File: config.mk
export PLATFORM = sky130hd
export DESIGN_NAME = button_debounce_autorepeat
export DESIGN_NICKNAME = d
export VERILOG_FILES = /design/src/rtl/bda_pkg.sv /design/src/rtl/bda_step.sv /design/src/rtl/button_debounce_autorepeat.sv
export SDC_FILE = /design/constraint.sdc
export NUM_CORES = 1
export LEC_CHECK = 0
export BUFFER_PORTS_ARGS = -buffer_cell sky130_fd_sc_hd__buf_2
export CAP_MARGIN = 20
export CORE_MARGIN = 2
export CORE_UTILIZATION = 45
export CTS_CLUSTER_DIAMETER = 120
export DETAILED_ROUTE_END_ITERATION = 6
export GPL_ROUTABILITY_DRIVEN = 0
export SYNTH_ARGS = -nofsm -noshare
export SYNTH_HDL_FRONTEND = slang
export SYNTH_HIERARCHICAL = 1
export SYNTH_SLANG_ARGS = --single-unit
export TNS_END_PERCENT = 30
File: constraint.sdc
create_clock -name aclk -period 4 [get_ports aclk]
set_input_delay 0.2 -clock aclk [delete_from_list [all_inputs] [get_ports aclk]]
set_output_delay 0.2 -clock aclk [all_outputs]
set_load 0.1 [all_outputs]
File: src/rtl/bda_pkg.sv
// ---------------------------------------------------------------------------
// Button debounce package
// Shared widths, codes, reset values and state types for the debouncer.
// ---------------------------------------------------------------------------
package bda_pkg;

    localparam int NUM_BUTTONS = 3;
    localparam int BTN_IDX_W   = (NUM_BUTTONS > 1) ? $clog2(NUM_BUTTONS) : 1;
    localparam int HOLD_W      = 16;
    localparam int CFG_ADDR_W  = 2;
    localparam int CFG_DATA_W  = 16;
    localparam int REP_W       = 2;

    // Request kinds carried on s_tuser
    localparam logic OP_TICK  = 1'b0;
    localparam logic OP_QUERY = 1'b1;

    // Configuration register indexes
    localparam logic [CFG_ADDR_W-1:0] CFG_HOLD_TICKS    = 2'd0;
    localparam logic [CFG_ADDR_W-1:0] CFG_PRESSED_LEVEL = 2'd1;
    localparam logic [CFG_ADDR_W-1:0] CFG_REPEAT_BUTTON = 2'd2;

    // Configuration reset values
    localparam logic [HOLD_W-1:0] HOLD_TICKS_RST    = 16'd100;
    localparam logic              PRESSED_LEVEL_RST = 1'b0;
    localparam logic [REP_W-1:0]  REPEAT_BUTTON_RST = 2'd1;

    typedef struct packed {
        logic [HOLD_W-1:0] hold_ticks;
        logic              pressed_level;
        logic [REP_W-1:0]  repeat_button;
    } bda_cfg_t;

    typedef struct packed {
        logic [NUM_BUTTONS-1:0] oldest;
        logic [NUM_BUTTONS-1:0] middle;
        logic [NUM_BUTTONS-1:0] newest;
        logic [NUM_BUTTONS-1:0] accepted;
        logic [NUM_BUTTONS-1:0] flags;
        logic [HOLD_W-1:0]      hold_cnt;
    } bda_state_t;

endpackage

File: src/rtl/bda_step.sv
// ---------------------------------------------------------------------------
// Button debounce next-state logic
// Works out the state and result of one tick or query request.
// ---------------------------------------------------------------------------
module bda_step import bda_pkg::*; (
    input  bda_cfg_t                cfg,
    input  bda_state_t              state,
    input  logic                    opcode,
    input  logic [NUM_BUTTONS-1:0]  pin_levels,
    input  logic [BTN_IDX_W-1:0]    query_index,
    output bda_state_t              state_next,
    output logic                    pressed
);

    logic [NUM_BUTTONS-1:0] stable;
    logic [NUM_BUTTONS-1:0] changed;
    logic [NUM_BUTTONS-1:0] press_lvl;
    logic [NUM_BUTTONS-1:0] newly_pressed;
    logic [NUM_BUTTONS-1:0] rep_bit;
    logic                   rep_valid;
    logic [HOLD_W-1:0]      cnt_dec;
    logic                   query_valid;

    always_comb begin
        state_next = state;
        pressed    = 1'b0;

        // Three-sample history, taken from the incoming pins
        stable        = ~(state.middle ^ state.newest) & ~(state.newest ^ pin_levels);
        changed       = stable & (pin_levels ^ state.accepted);
        press_lvl     = {NUM_BUTTONS{cfg.pressed_level}};
        newly_pressed = changed & ~(pin_levels ^ press_lvl);

        rep_valid = ({{(32-REP_W){1'b0}}, cfg.repeat_button} < NUM_BUTTONS);
        rep_bit   = '0;
        if (rep_valid) begin
            rep_bit[cfg.repeat_button[BTN_IDX_W-1:0]] = 1'b1;
        end
        cnt_dec = state.hold_cnt - 1'b1;

        query_valid = ({{(32-BTN_IDX_W){1'b0}}, query_index} < NUM_BUTTONS);

        unique case (opcode)
            OP_TICK: begin
                state_next.oldest   = state.middle;
                state_next.middle   = state.newest;
                state_next.newest   = pin_levels;
                state_next.accepted = (state.accepted & ~changed) | (pin_levels & changed);
                state_next.flags    = state.flags | newly_pressed;

                // Auto-repeat on the selected button only, once per tick
                if (rep_valid) begin
                    if ((newly_pressed & rep_bit) != '0) begin
                        state_next.hold_cnt = cfg.hold_ticks;
                    end else if (((stable & rep_bit) != '0) && ((changed & rep_bit) == '0)
                                 && (state.hold_cnt != '0)) begin
                        if ((cnt_dec == '0) &&
                            (((pin_levels & rep_bit) != '0) == cfg.pressed_level)) begin
                            state_next.flags    = state.flags | newly_pressed | rep_bit;
                            state_next.hold_cnt = cfg.hold_ticks;
                        end else begin
                            state_next.hold_cnt = cnt_dec;
                        end
                    end
                end
            end
            OP_QUERY: begin
                // A hit on the asked button clears every flag
                if (query_valid && state.flags[query_index]) begin
                    pressed          = 1'b1;
                    state_next.flags = '0;
                end
            end
            default: begin
                state_next = state;
            end
        endcase
    end

endmodule

File: src/rtl/button_debounce_autorepeat.sv
// ---------------------------------------------------------------------------
// Button debouncer with auto-repeat
// Three-sample debounce of NUM_BUTTONS pins, press flags and a held-button
// repeat, driven by tick and query requests on a stream interface.
// ---------------------------------------------------------------------------
// Result: registered, leaving on m_tdata in the cycle after its request is taken.
// Throughput: one request per cycle; while a result is held off the input
// stalls, and the next request is taken in the cycle that result drains.
// Reset (aresetn low, synchronous): sample history, accepted levels, flags
// and hold counter go to zero; configuration returns to its reset values.
// ---------------------------------------------------------------------------
module button_debounce_autorepeat import bda_pkg::*; (
    input  logic                  aclk,
    input  logic                  aresetn,

    // Configuration write port
    input  logic                  cfg_wr_en,
    input  logic [CFG_ADDR_W-1:0] cfg_addr,
    input  logic [CFG_DATA_W-1:0] cfg_wdata,

    // Request channel
    input  logic                  s_tvalid,
    output logic                  s_tready,
    input  logic [7:0]            s_tdata,   // [2:0] pin_levels, [4:3] query_index
    input  logic [0:0]            s_tuser,   // [0] opcode

    // Result channel
    output logic                  m_tvalid,
    input  logic                  m_tready,
    output logic [7:0]            m_tdata    // [0] pressed, [3:1] press_flags
);

    bda_cfg_t               cfg_reg;
    bda_state_t             state_reg;
    bda_state_t             state_next;
    logic                   step_pressed;
    logic                   m_tvalid_reg;
    logic [7:0]             m_tdata_reg;
    logic                   s_accept;
    logic [NUM_BUTTONS-1:0] req_pins;
    logic [BTN_IDX_W-1:0]   req_query;

    // The request side is ready whenever the output register is empty or is
    // being emptied in this same cycle.
    assign s_tready = !m_tvalid_reg || m_tready;
    assign s_accept = s_tvalid && s_tready;

    assign req_pins  = s_tdata[NUM_BUTTONS-1:0];
    assign req_query = s_tdata[3 +: BTN_IDX_W];

    // Configuration registers. Writes must arrive only while the block is idle;
    // the block does not enforce this and has no interlock against in-flight requests.
    always_ff @(posedge aclk) begin
        if (!aresetn) begin
            cfg_reg.hold_ticks    <= HOLD_TICKS_RST;
            cfg_reg.pressed_level <= PRESSED_LEVEL_RST;
            cfg_reg.repeat_button <= REPEAT_BUTTON_RST;
        end else if (cfg_wr_en) begin
            unique case (cfg_addr)
                CFG_HOLD_TICKS:    cfg_reg.hold_ticks    <= cfg_wdata[HOLD_W-1:0];
                CFG_PRESSED_LEVEL: cfg_reg.pressed_level <= cfg_wdata[0];
                CFG_REPEAT_BUTTON: cfg_reg.repeat_button <= cfg_wdata[REP_W-1:0];
                default: begin
                    cfg_reg <= cfg_reg;
                end
            endcase
        end
    end

    // All of the per-request work sits in one combinational pass.
    bda_step u_step (
        .cfg         (cfg_reg),
        .state       (state_reg),
        .opcode      (s_tuser[0]),
        .pin_levels  (req_pins),
        .query_index (req_query),
        .state_next  (state_next),
        .pressed     (step_pressed)
    );

    // Debounce state advances only on an accepted request.
    always_ff @(posedge aclk) begin
        if (!aresetn) begin
            state_reg <= '0;
        end else if (s_accept) begin
            state_reg <= state_next;
        end
    end

    // Output register: valid is control, the data needs no reset.
    always_ff @(posedge aclk) begin
        if (!aresetn) begin
            m_tvalid_reg <= 1'b0;
        end else if (s_accept) begin
            m_tvalid_reg <= 1'b1;
        end else if (m_tready) begin
            m_tvalid_reg <= 1'b0;
        end
    end

    always_ff @(posedge aclk) begin
        if (s_accept) begin
            m_tdata_reg <= {{(7-NUM_BUTTONS){1'b0}}, state_next.flags, step_pressed};
        end
    end

    assign m_tvalid = m_tvalid_reg;
    assign m_tdata  = m_tdata_reg;

endmodule

==> reports/metrics.cfg <==
[hold_path]
hold_path_startpoint=cfg_wdata[2]
worstHoldPathType=in2reg

[timing]
min_period_ps=3337
transition_time_at_the_pin_with_the_least_slew_margin_ps=976.3
unrepaired_setup_endpoints_after_global_routing=no
achievable-frequency_mhz=299.7
final_hold_viol_count=0
final_max_slew_viol_count=0
maxSlewHeadroom_pct=34.91
fin_ws_ps=662.8
totalNegativeSetupSlack_ps=0
report.final.setup_viol=0
final.period_utilization_pct=83.43
finalClockSkew_ps=4.358

[pwr]
seqPwrFrac_pct=31.2
ir_drop_v=0.0002736
intPower_w=0.001179
power_switching_share_pct=44.41
power.static_leakage_nw=1.511
power.total_w=0.002121
clockPowerShare_pct=15.4
switching_power_w=0.0009418
p_comb_share_pct=53.4
powerDensity_nw_per_um2=563.3

[worst_setup_path]
worstPathRequired_ps=4240
cp.arrival_ps=3580
critical_path_class=reg2reg
endpoint_kind=register
cp-startpoint=state_reg[0]
crit_fanout=12
worstReg2RegStart=state_reg[0]
critical_path.startpoint_type=register

[cells_and_area]
numnets_final=487
final_common_cell=sky130_fd_sc_hd__nand2_1
filler_cells_inserted=773
number_of_flip_flops_in_the_largest_register=28
num_antenna_cells=0
postLayoutCellArea_um2=3765
commonest_non_fill_non_tap_cells_in_the_layout=sky130_fd_sc_hd__nand2_1 (103), sky130_fd_sc_hd__dfxtp_1 (48), sky130_fd_sc_hd__mux2i_1 (34), sky130_fd_sc_hd__buf_2 (34), sky130_fd_sc_hd__nand3_1 (28)
final_layout_size_suffix_gt1_share_pct=18.76
finalCoreUtilization_pct=48.97
area_growth_syn_to_layout_pct=6.212

[global_route]
antenna_found_initial=0
grt_remaining_overflow=0
number_of_global_route_vias_before_repair=2913
global_route.usage.total_pct=20.31
grt_start_max_net_pins=68
grt_first_pass_wirelength_mm=14.14

[route]
drtIter0Drc=270
post_drt_wl_per_cell_um=14.77
antenna_left=0
drt_pre_antenna_iters=5
dr_total_vias=3158
detail_route.wirelength_mm=8.197
viasPerCell=5.690
detail_route.drc_violations=0

[placement]
dp_hpwl_mm=5.704
port-buffer-count=34
postPlaceCellArea_um2=3649
detailedPlace.worstSlack_ps=751.2

[clock_network]
cts-root-buf=sky130_fd_sc_hd__clkbuf_8
post_cts_resize_count=0
max-clock-path-buffers=2
cts_post_setup_buffers_inserted=0
numCtsBuffers=5
clkLatencyLatePin_ps=310
cts_hold_repair.buffers=0
htreeDepth=2
tritoncts=done
path_clk_slew_ps=100
numClockSinks=52

[floorplanning]
starting_utilization_of_the_core_area_pct=46.11
dieArea_um2=8603
die_x_um=92.75
area_of_the_core_um2=7687
core.rowCount=32
ioPinCount=42
vert_die_dim_um=92.75

[synth]
synth_area_um2=3545
yosysWarningCount=6
syn_area_per_cell_um2=8.020
synthesis.instances=442

[job]
cap_violations=0

[run_status]
run_status=complete, no violations

-- cell type report --
class                      count  area [µm²]  share of cell area, %
clock inverter                 2       13.76                 0.3656
inverter                      11       41.29                  1.097
timing repair buffer          37       205.2                  5.450
clock buffer                   6       82.58                  2.193
sequential                    52        1081                  28.71
multi-input combinational    345        2213                  58.79
tap                          102       127.6                  3.390
-- stage by stage --
stage               instances  hold WS (ps)
finish                    555         92.89
global route              555         92.96
CTS                       554         83.71
detailed placement        546         411.6
global placement          546         407.8
floorplan                 445         323.8
-- worst paths after layout --
| kind | end | cells past startpoint | slack, ps |
|---|---|---|---|
| max | state_reg[6] | 10 | 660 |
| min | cfg_reg[5] | 3 | 90 |
| max reg2reg | state_reg[6] | 10 | 660 |
| min reg2reg | cfg_reg[11] | 2 | 460 |
-- routing by layer --
layer | part of all wire (%) | vias to the layer above | wire (µm) | GRT usage [%]
li1 | - | 1592 | - | -
met5 | 0 | - | 0 | 0
met1 | 49 | 1442 | 4003 | 27.93
met4 | 2.1 | 0 | 172 | 6.373
met2 | 44 | 107 | 3612 | 32.36
met3 | 5.0 | 17 | 408 | 3.662
-- power by group through the flow --
stage | registers, W | clock network (W) | logic (W)
CTS | 0.000661 | 0.000339 | 0.00111
detailed placement | 0.000671 | 0 | 0.00110
floorplan | 0.000648 | 0 | 0.000926
global placement | 0.000669 | 0 | 0.00108
global route | 0.000674 | 0.000362 | 0.00124
finish | 0.000663 | 0.000326 | 0.00113
-- critical path, stage by stage (launching register included) --
cell	delay, ps
sky130_fd_sc_hd__dfxtp_1	430
sky130_fd_sc_hd__inv_1	130
sky130_fd_sc_hd__ha_1	350
sky130_fd_sc_hd__or3b_2	560
sky130_fd_sc_hd__nor4_2	330
sky130_fd_sc_hd__xnor2_1	170
sky130_fd_sc_hd__and4bb_4	300
sky130_fd_sc_hd__a21oi_2	520
sky130_fd_sc_hd__o221a_2	290
sky130_fd_sc_hd__nand2_1	50
sky130_fd_sc_hd__mux2i_1	130
Power figures use the tool's default switching activity.
